`src/rtl/hns_fifo.sv`:
```
`timescale 1ns / 1ps
module hns_fifo #(
  parameter int W = 8
) (
  input  logic         clk,
  input  logic         rst,
  input  logic         push,
  input  logic [W-1:0] push_data,
  output logic         full,
  input  logic         pop,
  output logic [W-1:0] pop_data,
  output logic         empty
);

  logic [W-1:0] mem [2];
  logic         wr_ptr;
  logic         rd_ptr;
  logic [1:0]   count;

  assign full     = (count == 2'd2);
  assign empty    = (count == 2'd0);
  assign pop_data = mem[rd_ptr];

  // Store an incoming word
  always_ff @(posedge clk) begin
    if (push && !full) begin
      mem[wr_ptr] <= push_data;
    end
  end

  // Advance pointers and count
  always_ff @(posedge clk) begin
    if (rst) begin
      wr_ptr <= 1'b0;
      rd_ptr <= 1'b0;
      count  <= 2'd0;
    end else begin
      if (push && !full) begin
        wr_ptr <= ~wr_ptr;
      end
      if (pop && !empty) begin
        rd_ptr <= ~rd_ptr;
      end
      count <= count + 2'((push && !full) ? 1 : 0) - 2'((pop && !empty) ? 1 : 0);
    end
  end

  a_no_push_full: assert property (@(posedge clk) disable iff (rst)
    full |-> !push) else $error("push while queue full");
  a_no_pop_empty: assert property (@(posedge clk) disable iff (rst)
    pop |-> !empty) else $error("pop while queue empty");

endmodule

```
`config.mk`:
```
export PLATFORM = sky130hd
export DESIGN_NAME = hns_fifo
export DESIGN_NICKNAME = d
export VERILOG_FILES = /design/src/rtl/hns_fifo.sv
export SDC_FILE = /design/constraint.sdc
export NUM_CORES = 1
export LEC_CHECK = 0
export BUFFER_PORTS_ARGS = -buffer_cell sky130_fd_sc_hd__buf_2
export CAP_MARGIN = 25
export CORE_MARGIN = 1
export CORE_UTILIZATION = 44
export DETAILED_ROUTE_END_ITERATION = 10
export PLACE_DENSITY = 0.73
export SLEW_MARGIN = 40
export SYNTH_ARGS = -nofsm -noshare
export SYNTH_HDL_FRONTEND = slang
export SYNTH_SLANG_ARGS = --single-unit
```
`constraint.sdc`:
```
create_clock -name clk -period 1.5 [get_ports clk]
set_input_delay 0.075 -clock clk [delete_from_list [all_inputs] [get_ports clk]]
set_output_delay 0.075 -clock clk [all_outputs]
set_load 0.01 [all_outputs]
```
==> metrics.cfg, run 1 <==
[worst_setup_path]
r2r_cells=7
r2r-start=count[1]$_SDFF_PP0_
cp.arrival_ns=1.75
worstSetupEndpointType=register
ff2ff_setup_slack_ns=-0.03
cp-start-kind=register
worstReg2RegEnd=count[1]$_SDFF_PP0_
cp_max_fo=4
critPathCapture=count[1]$_SDFF_PP0_
slowest_stage=dfxtp_2
critical-path-max-stage-delay_ns=0.36
path_cells=o21a_2 -> ha_1 -> inv_1 -> ha_2 -> xor2_2 -> and2_1 -> nor3_2
worst-setup-path-type=register to register
required_ns=1.72
worstSetupStartpoint=count[1]$_SDFF_PP0_

[clock_tree]
cts_sinks=21
clockBufferDepth=2
path_clk_slew_ns=0.11
cts_buffers=3
insertion_delay_ns=0.29
htreeDepth=1
cts_tree=yes
cts_root_buffer=clkbuf_4

[yosys]
yosys.area_share.simple_pct=7.253
synth_top_family_by_area=multiplexers
synth-adder-area-share_pct=3.086
synth_common_cells=edfxtp_1, dfxtp_1, mux2_1, nor2_1
yosysSeqAreaShare_pct=71.60
synth_area_leader_cell=edfxtp_1
ys_async_sr_fraction_pct=0
synth_fp_nets=66
syn_area_um2=810.8
synth_edf_count=16
synth.distinct_cells=21
synthCells=52
yosysWarnings=0
synth.area.top_cells=edfxtp_1, dfxtp_1, mux2_1
syn_avg_cell_area_um2=15.59
synth_top_area_share_pct=59.26
synth_compound_area_share_pct=2.315
yosysMostFrequentCell=edfxtp_1
synthXorXnorAreaFrac_pct=2.160
synth_mux_area_share_pct=11.11
synth_top_flop_cell=edfxtp_1
ys_seq_elements=21

[status]
violations=negative setup slack
status=finished with violations

[grt]
met3_usage_pct=3.600
grt_pass1_vias=479
grt.overflow.total=0
met1_usage_pct=15.71
grt_pass1_wl_mm=1.987
grtUsageMet2_pct=24.64
grt_max_degree=12
grt_use_total_pct=14.10
antenna_found_initial=0
busiest_layer=met2

[pwr]
power.switching_mw=0.4886
powerDensity_mw_per_mm2=1510
p_comb_share_pct=33.6
pwr-share-clk_pct=15.4
power_frac_seq_pct=51.0
switching_share_pct=29.79
p_int_mw=1.152
vdd_drop_max_uv=1024
power_leakage_nw=0.4395

[sta]
finalHoldViolations=0
slew_headroom_pct=85.83
hold_ws_ns=0.004855
timing.setup.tns_ns=-0.03391
setup_viol=1
finClkSkew_ns=0.004391
drv_slew=0
layout_min_cycle_time_ns=1.534
grt_setup_unrepaired=yes
tightestPinTransition_ns=0.2125
fin_ws_ns=-0.03391
max_freq_mhz=651.9
period_share_pct=102.3

[finish]
num-fill-cells=151
nets=101
antennaDiodeCount=0
syn_to_final_growth_pct=33.95
drive_gt1_share_pct=46.51

[drt]
wl_per_cell_um=10.92
via_count=513
ant_nets=0
drt_iter0_drc=7
firstDrtPassIters=4
drc_errors=0
vias_per_cell=4.622
routed_wl_mm=1.212

[placement]
preCtsSetupSlack_ns=-0.08078
gp_congestion=0.6019
dp_hpwl_um=814.4
port_buffers=21

[floorplanning]
die_area_mm2=0.002018
io_pins=22
die_w_um=44.93
fp.coreArea_mm2=0.001727
die_h_um=44.93
start_util_pct=46.96
num_rows=15

[min_path]
hold_class=primary input to register
hp-start=rst

[job]
max-cap-violations=0

-- how the worst min path moves through the flow --
stage / slack [ns] / to / cells past startpoint
floorplan: 0.14 / wr_ptr$_SDFFE_PP0P_ / 1
global placement: 0.26 / mem[0][0]$_DFFE_PP_ / 1
detailed placement: 0.27 / mem[0][5]$_DFFE_PP_ / 1
CTS: -0.005 / count[0]$_SDFF_PP0_ / 2
global route: 0.004 / count[1]$_SDFF_PP0_ / 2
finish: 0.005 / count[0]$_SDFF_PP0_ / 2
-- cell usage in the layout, fill, tap and decap left out, types with 2 or more instances in the layout --
| cell type | synthesis | final |
|---|---|---|
| inv_1 | 3 | 2 |
| dfxtp_2 | 0 | 3 |
| buf_2 | 1 | 21 |
| mux2_1 | 5 | 5 |
| dlygate4sd3_1 | 0 | 8 |
| nor2_1 | 4 | 4 |
| dfxtp_1 | 5 | 2 |
| buf_4 | 0 | 2 |
| clkbuf_4 | 0 | 3 |
| mux2_2 | 3 | 3 |
| edfxtp_1 | 16 | 16 |
-- logic make-up after synthesis --
logic type,after synthesis
compound gates,3
xor+xnor,2
fa+ha+maj,2
buf+inv,5
flops,21
mux,8
simple gates,11
-- per-stage QoR --
step	instance area (um^2)	util, %	total power [mW]	instances
after CTS	1074	62.17	1.639	111
after floorplan	810.8	-	1.154	52
final	1086	62.90	1.640	111
after detailed placement	949.7	55.00	1.334	98
after global placement	949.7	55.00	1.309	98
after global routing	1086	62.90	1.745	111
-- routing by layer --
layer	routed length [um]	up-vias
met2	658	12
met4	12	0
met1	495	245
met5	0	-
li1	-	254
met3	46	2
-- layout make-up --
class                      instances  area, um^2  share of cell area (%)
multi-input combinational         26       225.2                   20.74
inverter                           4       18.77                   1.728
sequential                        21       584.3                   53.80
tap                               25       31.28                   2.880
timing repair buffer              31       200.2                   18.43
clock buffer                       4       26.28                   2.419
-- timing repair --
action | CTS | global route
setup buffers | 1 | 0
hold endpoints to repair | 18 | 0
resized for setup | 4 | 3
setup endpoints to repair | 9 | 12
hold buffers | 8 | 0
-- critical path, delay by kind of cell (launching register included) --
kind,cells,cell delay (ns)
adders and majority gates,2,0.44
buffers and inverters,1,0.04
AOI/OAI and AO/OA,1,0.22
DFF,1,0.36
xor gates and xnor gates,1,0.14
and+or+nand+nor,2,0.26
-- registers in the layout, indices dropped and copies added (netlist names), named ones only --
register and cells:
rd_ptr 1, mem 16, count 2, wr_ptr 1
-- power by group through the flow --
stage	Clock, mW	Sequential (mW)	Combinational (mW)
2_1_floorplan	0	0.800	0.354
5_1_grt	0.282	0.854	0.609
4_1_cts	0.264	0.834	0.541
6_report	0.253	0.837	0.551
3_3_place_gp	0	0.836	0.473
3_5_place_dp	0	0.844	0.490
Note: power is estimated with default switching activity, not from simulation.
==> inputs of run 2 (changes only) <==
CORE_UTILIZATION = 31   (was 44)
PLACE_DENSITY = 0.56   (was 0.73)
==> metrics.cfg, run 2 (synthesis results as in run 1) <==
[grt]
antenna_found_initial=0  ; unchanged
grt.overflow.total=0  ; unchanged
grt_pass1_wl_mm=2.152  ; +8.3%
grt_max_degree=13  ; +1
grt_pass1_vias=482  ; +0.63%
grt_use_total_pct=11.31  ; -2.8 points

[sta]
max_freq_mhz=642.1  ; -1.5%
slew_headroom_pct=85.27  ; -0.56 points
tightestPinTransition_ns=0.2209  ; +0.008435 ns
drv_slew=0  ; unchanged
fin_ws_ns=-0.05748  ; -0.02357 ns
period_share_pct=103.8  ; +1.6 points
finClkSkew_ns=0.0009765  ; -0.003414 ns
setup_viol=1  ; unchanged
grt_setup_unrepaired=yes
layout_min_cycle_time_ns=1.557  ; +0.02357 ns
finalHoldViolations=0  ; unchanged

[placement]
port_buffers=21  ; unchanged
preCtsSetupSlack_ns=-0.06041  ; +0.02037 ns
dp_hpwl_um=908.9  ; +12%
gp_congestion=0.5905  ; -1.9%

[drt]
drc_errors=0  ; unchanged
wl_per_cell_um=12.03  ; +10%
drt_iter0_drc=8  ; +1
via_count=495  ; -3.5%
firstDrtPassIters=4  ; unchanged
routed_wl_mm=1.419  ; +17%
vias_per_cell=4.195  ; -9.2%
ant_nets=0  ; unchanged

[finish]
antennaDiodeCount=0  ; unchanged
drive_gt1_share_pct=51.14  ; +4.6 points
nets=103  ; +2.0%
syn_to_final_growth_pct=42.44
largest_registers=mem: 16 flops, count: 2 flops
layout_commonest_cell=buf_2
final_cell_mix=buf_2, edfxtp_1, dlygate4sd3_1
regMostFlops=mem
largest_reg_flops=16  ; unchanged

[floorplanning]
die_w_um=53.14  ; +18%
start_util_pct=32.73  ; -14 points
io_pins=22  ; unchanged
die_area_mm2=0.002824  ; +40%
fp.coreArea_mm2=0.002477  ; +43%
die_h_um=53.14  ; +18%
num_rows=18  ; +3

[worst_setup_path]
cp_max_fo=5  ; +1
cp.arrival_ns=1.78  ; +0.03 ns
cp-start-kind=register
worstSetupEndpointType=register
path_cells=o21a_4 -> ha_4 -> inv_2 -> ha_4 -> xor2_2 -> and2_1 -> nor3_2
required_ns=1.72  ; about the same
crit_top_cell=ha_4
critical-path-max-stage-delay_ns=0.39  ; +0.03 ns
path_delay_family=adder cells
worst-setup-path-type=register to register
slowest_stage=dfxtp_4
crit_buf_inv=1  ; unchanged

[pwr]
power.switching_mw=0.5595  ; +14%
switching_share_pct=31.56  ; +1.8 points
p_int_mw=1.213  ; +5.3%
powerDensity_mw_per_mm2=1535  ; +1.6%
power_mw=1.773  ; +8.1%
pwr-share-clk_pct=15.0  ; -0.4 points
vdd_drop_max_uv=821.3  ; -20%
p_comb_share_pct=36.9  ; +3.3 points
power_frac_seq_pct=48.1  ; -2.9 points
power_leakage_nw=0.4575  ; +4.1%

[clock_tree]
cts_sinks=21  ; unchanged
insertion_delay_ns=0.29  ; about the same
htreeDepth=1  ; unchanged
cts_root_buffer=clkbuf_4
cts_buffers=3  ; unchanged
cts_tree=yes
clockBufferDepth=2  ; unchanged
path_clk_slew_ns=0.11  ; about the same

[status]
status=finished with violations
violations=negative setup slack

[min_path]
hold_class=primary input to register

[job]
max-cap-violations=0  ; unchanged

run 2: metrics by stage:
step,hold WS (ns),instance area (um^2),cells,utilization [%],setup TNS [ns]
3_3_place_gp,0.2637,963.4,104,38.89,0
2_1_floorplan,0.1441,810.8,52,-,0
3_5_place_dp,0.2695,963.4,104,38.89,-0.06041
4_1_cts,0.1455,1132,118,45.71,-0.06669
5_1_grt,0.2050,1155,118,46.62,-0.1057
6_report,0.2007,1155,118,46.62,-0.05748
run 2: tightest hold or removal path: stages:
cell	delay, ns
buf_2	0.12
inv_1	0.05
o21ai_0	0.15
a21oi_1	0.06
run 2: what timing repair did:
item	CTS	global route
pin swaps	5	1
hold endpoints to repair	21	0
setup buffers	1	0
endpoints found under the setup margin	1	17
hold buffers	9	0
resized for setup	10	5
run 2: final cells by class:
type                    count  area, um^2
clock buffers               3       22.52
clock inverters             1       5.005
fillers                   236        1323
inverters                   4       18.77
multi-input cells          26       266.5
flip-flops and latches     21       586.8
well taps                  30       37.54
repair buffers             33       217.7
run 2: power groups by stage:
stage / registers [mW] / clock network (mW) / logic (mW)
3_3_place_gp: 0.837 / 0 / 0.501
6_report: 0.853 / 0.265 / 0.654
4_1_cts: 0.849 / 0.279 / 0.612
3_5_place_dp: 0.844 / 0 / 0.508
2_1_floorplan: 0.800 / 0 / 0.354
5_1_grt: 0.873 / 0.301 / 0.724
run 2: metal layers:
layer | up-vias | global-route usage, % | routed length [um]
met5 | - | 0 | 0
met4 | 0 | 5.263 | 0
met3 | 0 | 2.874 | 74
met2 | 16 | 20.68 | 723
met1 | 223 | 11.93 | 621
li1 | 256 | - | -
run 2: worst paths after layout:
| check | from | end | slack (ns) | cells after the start |
|---|---|---|---|---|
| min | push | wr_ptr$_SDFFE_PP0P_ | 0.20 | 4 |
| max | count[1]$_SDFF_PP0_ | count[1]$_SDFF_PP0_ | -0.06 | 7 |
| min reg2reg | wr_ptr$_SDFFE_PP0P_ | wr_ptr$_SDFFE_PP0P_ | 0.50 | 2 |
| max reg2reg | count[1]$_SDFF_PP0_ | count[1]$_SDFF_PP0_ | -0.06 | 7 |
