**src/rtl/hns_pkg.sv**
```systemverilog
`timescale 1ns / 1ps
package hns_pkg;

  // Fixed-point output format
  localparam int FRAC_W = 14;
  localparam int QUO_W  = 16;
  localparam logic [QUO_W-1:0] Q_ONE = 16'd16384;

  // Fixed field widths
  localparam int ROW_W  = 10;
  localparam int COL_W  = 10;
  localparam int NS_W   = 3;
  localparam int NY_W   = 18;
  localparam int RLEN_W = 11;
  localparam int WS_W   = 16;

  // Configuration register indexes and reset values
  localparam logic REG_ROW_LENGTH  = 1'b0;
  localparam logic REG_WIDTH_SCALE = 1'b1;
  localparam logic [RLEN_W-1:0] ROW_LENGTH_RST  = 11'd1024;
  localparam logic [WS_W-1:0]   WIDTH_SCALE_RST = 16'd256;

  // Saturate a quotient to one and apply the sign of the component
  function automatic logic [QUO_W-1:0] sat_sign(input logic [QUO_W-1:0] q,
                                                input logic neg);
    logic [QUO_W-1:0] s;
    s = (q > Q_ONE) ? Q_ONE : q;
    return neg ? (~s + 1'b1) : s;
  endfunction

endpackage

```
**src/rtl/hns_back.sv**
```systemverilog
`timescale 1ns / 1ps
module hns_back #(
  parameter int AW = 10,
  parameter int EW = 18,
  parameter int QW = 51
) (
  input  logic                     clk,
  input  logic                     rst,
  input  logic [QW-1:0]            q_data,
  input  logic                     q_empty,
  output logic                     q_pop,
  input  logic [hns_pkg::WS_W-1:0] width_scale,
  output logic                     out_valid,
  input  logic                     out_ready,
  output logic signed [15:0]       normal_x,
  output logic [14:0]              normal_y,
  output logic signed [15:0]       normal_z,
  output logic [hns_pkg::ROW_W-1:0] vertex_row,
  output logic [hns_pkg::COL_W-1:0] vertex_col
);

  localparam int MW  = (EW > hns_pkg::NY_W) ? EW : hns_pkg::NY_W;
  localparam int SW  = 2 * MW + 2;
  localparam int NW  = MW + 1;
  localparam int RW  = NW + 2;
  localparam int DW  = NW + hns_pkg::FRAC_W + 1;
  localparam int QB  = hns_pkg::QUO_W;
  localparam int ITW = $clog2(NW + 1);

  typedef enum logic [5:0] {
    B_IDLE = 6'b000001,
    B_SQ   = 6'b000010,
    B_SQRT = 6'b000100,
    B_DSET = 6'b001000,
    B_DIV  = 6'b010000,
    B_DONE = 6'b100000
  } bstate_t;

  bstate_t state;

  // Unpack queue word
  logic signed [EW-1:0]       in_nx;
  logic signed [EW-1:0]       in_nz;
  logic [hns_pkg::NS_W-1:0]   in_ns;
  logic [hns_pkg::ROW_W-1:0]  in_row;
  logic [AW-1:0]              in_col;
  assign {in_nx, in_nz, in_ns, in_row, in_col} = q_data;

  logic [MW-1:0] mag_x, mag_y, mag_z;
  logic          neg_x, neg_z;
  logic [hns_pkg::ROW_W-1:0] e_row;
  logic [AW-1:0]             e_col;

  logic [1:0]      sq_cnt;
  logic [MW-1:0]   sq_sel;
  logic [2*MW-1:0] prod;
  logic [SW-1:0]   acc;

  logic [RW-1:0]   rem_s;
  logic [NW-1:0]   root;
  logic [ITW-1:0]  iter;
  logic [RW+1:0]   rem_t;
  logic [RW+1:0]   trial;

  logic [1:0]      comp;
  logic [MW-1:0]   d_mag;
  logic            d_neg;
  logic [DW-1:0]   dvd;
  logic [NW-1:0]   d_rem;
  logic [QB-1:0]   d_lo;
  logic [QB-1:0]   d_q;
  logic [4:0]      bitc;
  logic [NW:0]     rs;
  logic            qbit;
  logic [QB-1:0]   q_fin;
  logic [QB-1:0]   q_out;

  logic [QB-1:0] res_x, res_y, res_z;

  assign q_pop = (state == B_IDLE) && !q_empty;

  // Operand select for the shared squarer
  always_comb begin
    case (sq_cnt)
      2'd0:    sq_sel = mag_x;
      2'd1:    sq_sel = mag_y;
      default: sq_sel = mag_z;
    endcase
  end

  // One root digit per step
  assign rem_t = {rem_s, acc[SW-1:SW-2]};
  assign trial = (RW + 2)'({root, 2'b01});

  // Component select and dividend for the divider
  always_comb begin
    case (comp)
      2'd0: begin
        d_mag = mag_x;
        d_neg = neg_x;
      end
      2'd1: begin
        d_mag = mag_y;
        d_neg = 1'b0;
      end
      default: begin
        d_mag = mag_z;
        d_neg = neg_z;
      end
    endcase
    dvd = (DW'(d_mag) << hns_pkg::FRAC_W) + DW'(root >> 1);
  end

  // One quotient bit per step
  assign rs    = {d_rem, d_lo[QB-1]};
  assign qbit  = (rs >= (NW + 1)'(root));
  assign q_fin = {d_q[QB-2:0], qbit};
  assign q_out = hns_pkg::sat_sign(q_fin, d_neg);

  always_ff @(posedge clk) begin
    if (rst) begin
      state     <= B_IDLE;
      out_valid <= 1'b0;
    end else begin
      if (out_valid && out_ready) begin
        out_valid <= 1'b0;
      end
      case (state)
        B_IDLE: begin
          if (!q_empty) begin
            state <= B_SQ;
          end
        end
        B_SQ: begin
          if (sq_cnt == 2'd3) begin
            state <= B_SQRT;
          end
        end
        B_SQRT: begin
          if (iter == ITW'(NW - 1)) begin
            state <= B_DSET;
          end
        end
        B_DSET: begin
          state <= (root == '0) ? B_DONE : B_DIV;
        end
        B_DIV: begin
          if (bitc == 5'(QB - 1)) begin
            state <= (comp == 2'd2) ? B_DONE : B_DSET;
          end
        end
        B_DONE: begin
          if (!out_valid || out_ready) begin
            out_valid <= 1'b1;
            state     <= B_IDLE;
          end
        end
        default: begin
          state <= B_IDLE;
        end
      endcase
    end
  end

  // Datapath registers
  always_ff @(posedge clk) begin
    case (state)
      B_IDLE: begin
        mag_x  <= MW'(in_nx < 0 ? -in_nx : in_nx);
        mag_z  <= MW'(in_nz < 0 ? -in_nz : in_nz);
        neg_x  <= (in_nx < 0);
        neg_z  <= (in_nz < 0);
        mag_y  <= MW'(width_scale) * MW'(in_ns);
        e_row  <= in_row;
        e_col  <= in_col;
        sq_cnt <= 2'd0;
        acc    <= '0;
      end
      B_SQ: begin
        prod   <= sq_sel * sq_sel;
        sq_cnt <= sq_cnt + 2'd1;
        if (sq_cnt != 2'd0) begin
          acc <= acc + SW'(prod);
        end
        rem_s <= '0;
        root  <= '0;
        iter  <= '0;
        comp  <= 2'd0;
      end
      B_SQRT: begin
        if (rem_t >= trial) begin
          rem_s <= RW'(rem_t - trial);
          root  <= {root[NW-2:0], 1'b1};
        end else begin
          rem_s <= RW'(rem_t);
          root  <= {root[NW-2:0], 1'b0};
        end
        acc  <= acc << 2;
        iter <= iter + ITW'(1);
      end
      B_DSET: begin
        d_rem <= NW'(dvd[DW-1:QB]);
        d_lo  <= dvd[QB-1:0];
        d_q   <= '0;
        bitc  <= '0;
        if (root == '0) begin
          res_x <= '0;
          res_y <= hns_pkg::Q_ONE;
          res_z <= '0;
        end
      end
      B_DIV: begin
        d_rem <= qbit ? NW'(rs - (NW + 1)'(root)) : NW'(rs);
        d_lo  <= d_lo << 1;
        d_q   <= q_fin;
        bitc  <= bitc + 5'd1;
        if (bitc == 5'(QB - 1)) begin
          comp <= comp + 2'd1;
          case (comp)
            2'd0:    res_x <= q_out;
            2'd1:    res_y <= q_out;
            default: res_z <= q_out;
          endcase
        end
      end
      B_DONE: begin
        if (!out_valid || out_ready) begin
          normal_x   <= res_x;
          normal_y   <= res_y[14:0];
          normal_z   <= res_z;
          vertex_row <= e_row;
          vertex_col <= hns_pkg::COL_W'(e_col);
        end
      end
      default: begin
        acc <= acc;
      end
    endcase
  end

  a_y_range: assert property (@(posedge clk) disable iff (rst)
    out_valid |-> (normal_y <= 15'd16384)) else $error("normal_y out of range");
  a_x_range: assert property (@(posedge clk) disable iff (rst)
    out_valid |-> (normal_x >= -16'sd16384 && normal_x <= 16'sd16384))
    else $error("normal_x out of range");
  a_pop_idle: assert property (@(posedge clk) disable iff (rst)
    q_pop |=> (state == B_SQ)) else $error("pop did not start a normal");

endmodule

```
**config.mk**
```make
export PLATFORM = sky130hd
export DESIGN_NAME = hns_back
export DESIGN_NICKNAME = d
export VERILOG_FILES = /design/src/rtl/hns_pkg.sv /design/src/rtl/hns_back.sv
export SDC_FILE = /design/constraint.sdc
export NUM_CORES = 1
export LEC_CHECK = 0
export BUFFER_PORTS_ARGS = -buffer_cell sky130_fd_sc_hd__buf_2
export CORE_ASPECT_RATIO = 0.9
export CORE_MARGIN = 5
export CORE_UTILIZATION = 30
export CTS_CLUSTER_DIAMETER = 80
export CTS_CLUSTER_SIZE = 8
export DETAILED_ROUTE_END_ITERATION = 16
export HOLD_SLACK_MARGIN = 0.03
export PLACE_DENSITY = 0.54
export SETUP_SLACK_MARGIN = 0.2
export SYNTH_ARGS = -nofsm -noshare
export SYNTH_HDL_FRONTEND = slang
export SYNTH_SLANG_ARGS = --single-unit
```
**constraint.sdc**
```tcl
create_clock -name clk -period 7.6 [get_ports clk]
set_input_delay 0.76 -clock clk [delete_from_list [all_inputs] [get_ports clk]]
set_output_delay 0.76 -clock clk [all_outputs]
set_load 0.005 [all_outputs]
```
==> run_results.csv <==
group,metric,value,unit
grt,grt_pass1_wl,114000,um
timing,tightest_slew,1.15,ns
worst_setup_path,end_kind,"flop",
timing,maxSlewViolCount,0,
place,hpwlAfterDp,56600,um
clock_tree,htreeDepth,2,
finish,fin_cells,4197,
die,die_x,335,um
drt,drtAntennaViolNets,0,
logic_synthesis,synth_most_common_cell,"inv_1",
worst_setup_path,critPathKind,"flop to flop",
logic_synthesis,async_flop_share,0,%
finish,nNetsFinal,3451,
clock_tree,path_clk_slew,0.05,ns
place,placed_cell_area,31000,um^2
clock_tree,cts.sinks,365,
worst_setup_path,start_kind,"flop",
die,rows,107,
drt,dr.pass1.iters,6,
place,gp_congestion,0.883,
drt,route.final.wire_length,72800,um
logic_synthesis,ys_seq_area_share,38.1,%
timing,hold_viol,0,
finish,drive_gt1_share,11.2,%
worst_setup_path,crit_cells,27,
grt,grt_max_degree,72,
drt,dr.first_iter.drc_count,1455,
logic_synthesis,synth_area_leaders,"edfxtp_1 (38%), fa_1 (17%), ha_1 (9.4%)",
die,core_area,94700,um^2
logic_synthesis,mappedNetlistArea,28600,um^2
die,start_util,30.2,%
die,io_pins,140,
timing,max_freq,141,MHz
clock_tree,cts_buffer_depth,3,
clock_tree,clkLatencyLatePin,0.63,ns
worst_setup_path,cp_top_family,"adder cells",
place,port_buffers,139,
outcome,status,"completed",
timing,rsz0062_at_grt,"false",
drt,avgViaCountPerCell,4.82,
logic_synthesis,synth_edf_count,358,
finish,final_area,32600,um^2
timing,post-route-period-util,93.2,%
clock_tree,ctsHoldBuffers,0,
logic_synthesis,avgSynthCellArea,10.4,um^2
job,maxCapViolCount,0,
place,place_inst,4116,
logic_synthesis,yosys.cell_types.count,88,
logic_synthesis,yosys.area.top_type,"edfxtp_1",
timing,final.setup.tns,0,ns
worst_setup_path,path_buf_inv,8,
finish,final_core_util,34.5,%
worst_setup_path,reg2regPathDepth,27,
timing,layout_min_cycle_time,7.08,ns
logic_synthesis,syn_nets,3272,
worst_hold_path,hp-class,"primary input to flop",
clock_tree,cts-root-buf,"clkbuf_16",
grt,gr-total-overflow,0,
grt,antenna_found_initial,5,
clock_tree,cts_buffers,52,
timing,clock_skew,0.0726,ns
worst_setup_path,worstPathRequired,7.97,ns
timing,slew_headroom,22.9,%
drt,wl_per_cell,17.4,um
grt,grt_pass1_vias,19900,
die,fp.dieH,303,um
drt,drc,0,
logic_synthesis,synth_warnings,0,
logic_synthesis,synth.top_cell.area_share,37.6,%
logic_synthesis,ys_top_cells_by_count,"inv_1 (383), edfxtp_1 (358), nand2_1 (294)",
worst_setup_path,path_max_fanout,19,
worst_setup_path,cp_slowest_cell,"fa_1",
logic_synthesis,synth_ff_type,"edfxtp_1",
logic_synthesis,ys_ff_latch,365,
drt,vias,20200,
logic_synthesis,synthCells,2746,
die,die_area,102000,um^2
worst_setup_path,cp.arrival,7.45,ns
finish,syn2layout_area_growth,14.2,%
grt,track_usage,14.1,%
worst_hold_path,min_path_cells,1,
timing,finalSetupViolations,0,
worst_setup_path,cpPeakStageDelay,0.55,ns
clock_tree,cts_tree,"done",
==> flip-flops by register name, summed over array words and instances (netlist names), 5 cells and up <==
signal and count:
acc 38, prod 35, rem_s 21, d_rem 19, root 19, mag_y 18
mag_z 18, d_lo 16, normal_x 16, normal_z 16, res_x 16, res_z 16
d_q 15, normal_y 15, res_y 15, e_col 10, e_row 10, mag_x 10
vertex_col 10, vertex_row 10, state 6, bitc 5, iter 5
==> repair_timing <==
item / CTS / global route
gates resized for setup: 3 / 41
pin swaps: 0 / 5
setup endpoints to repair: 4 / 11
buffers inserted: 0 / 8
==> per-layer routing <==
metal | GRT usage (%) | wire length (um)
met5 | 0 | 13
met4 | 3.21 | 1440
met3 | 2.77 | 4670
met2 | 20.9 | 31500
met1 | 21.3 | 35200
==> cells in the final DEF (no fill, tap or decap), types with 29 or more instances in the layout <==
master,Yosys,layout
buf_2,6,139
inv_1,383,377
buf_4,2,65
nand2_1,294,291
and2_1,34,34
o21ai_0,114,113
xnor2_1,102,102
ha_1,215,212
nor2_1,258,253
edfxtp_1,358,358
a21oi_1,126,121
nand3_1,30,29
fa_1,240,240
xor2_1,46,46
a21o_1,57,55
clkbuf_16,0,52
==> final timing paths <==
path,startpoint,endpoint,slack [ns]
max,sq_cnt[0],prod[32],0.52
min,q_data[10],e_row[0],0.31
max reg2reg,sq_cnt[0],prod[32],0.52
min reg2reg,res_x[5],normal_x[5],0.41
==> cells by family after synthesis <==
family / count (synthesis) / synth area share [%]
flops: 365 / 38.1
simple gates: 790 / 12.5
fa+ha+maj: 455 / 26.2
mux: 20 / 0.705
xor+xnor: 148 / 4.54
buf+inv: 471 / 6.33
compound gates: 497 / 11.6
==> final cells by class <==
class | count | area, um^2
Clock buffer | 64 | 1350
Clock inverter | 6 | 96.3
Antenna cell | 3 | 7.51
Tap cell | 1253 | 1570
Multi-Input combinational cell | 1910 | 16000
Fill cell | 9555 | 62000
Inverter | 389 | 1470
Sequential cell | 365 | 10900
Timing Repair Buffer | 207 | 1220
==> stage by stage <==
| step | worst slack, ns | hold slack, ns |
|---|---|---|
| after floorplan | 0.211 | 0.400 |
| after global placement | 0.178 | 0.401 |
| after detailed placement | 0.0800 | 0.405 |
| after CTS | 0.203 | 0.269 |
| after global routing | 0.182 | 0.280 |
| final | 0.518 | 0.313 |
Power is not shown: default switching activity piles up to over one toggle a cycle in this logic, so the estimate is an artifact.
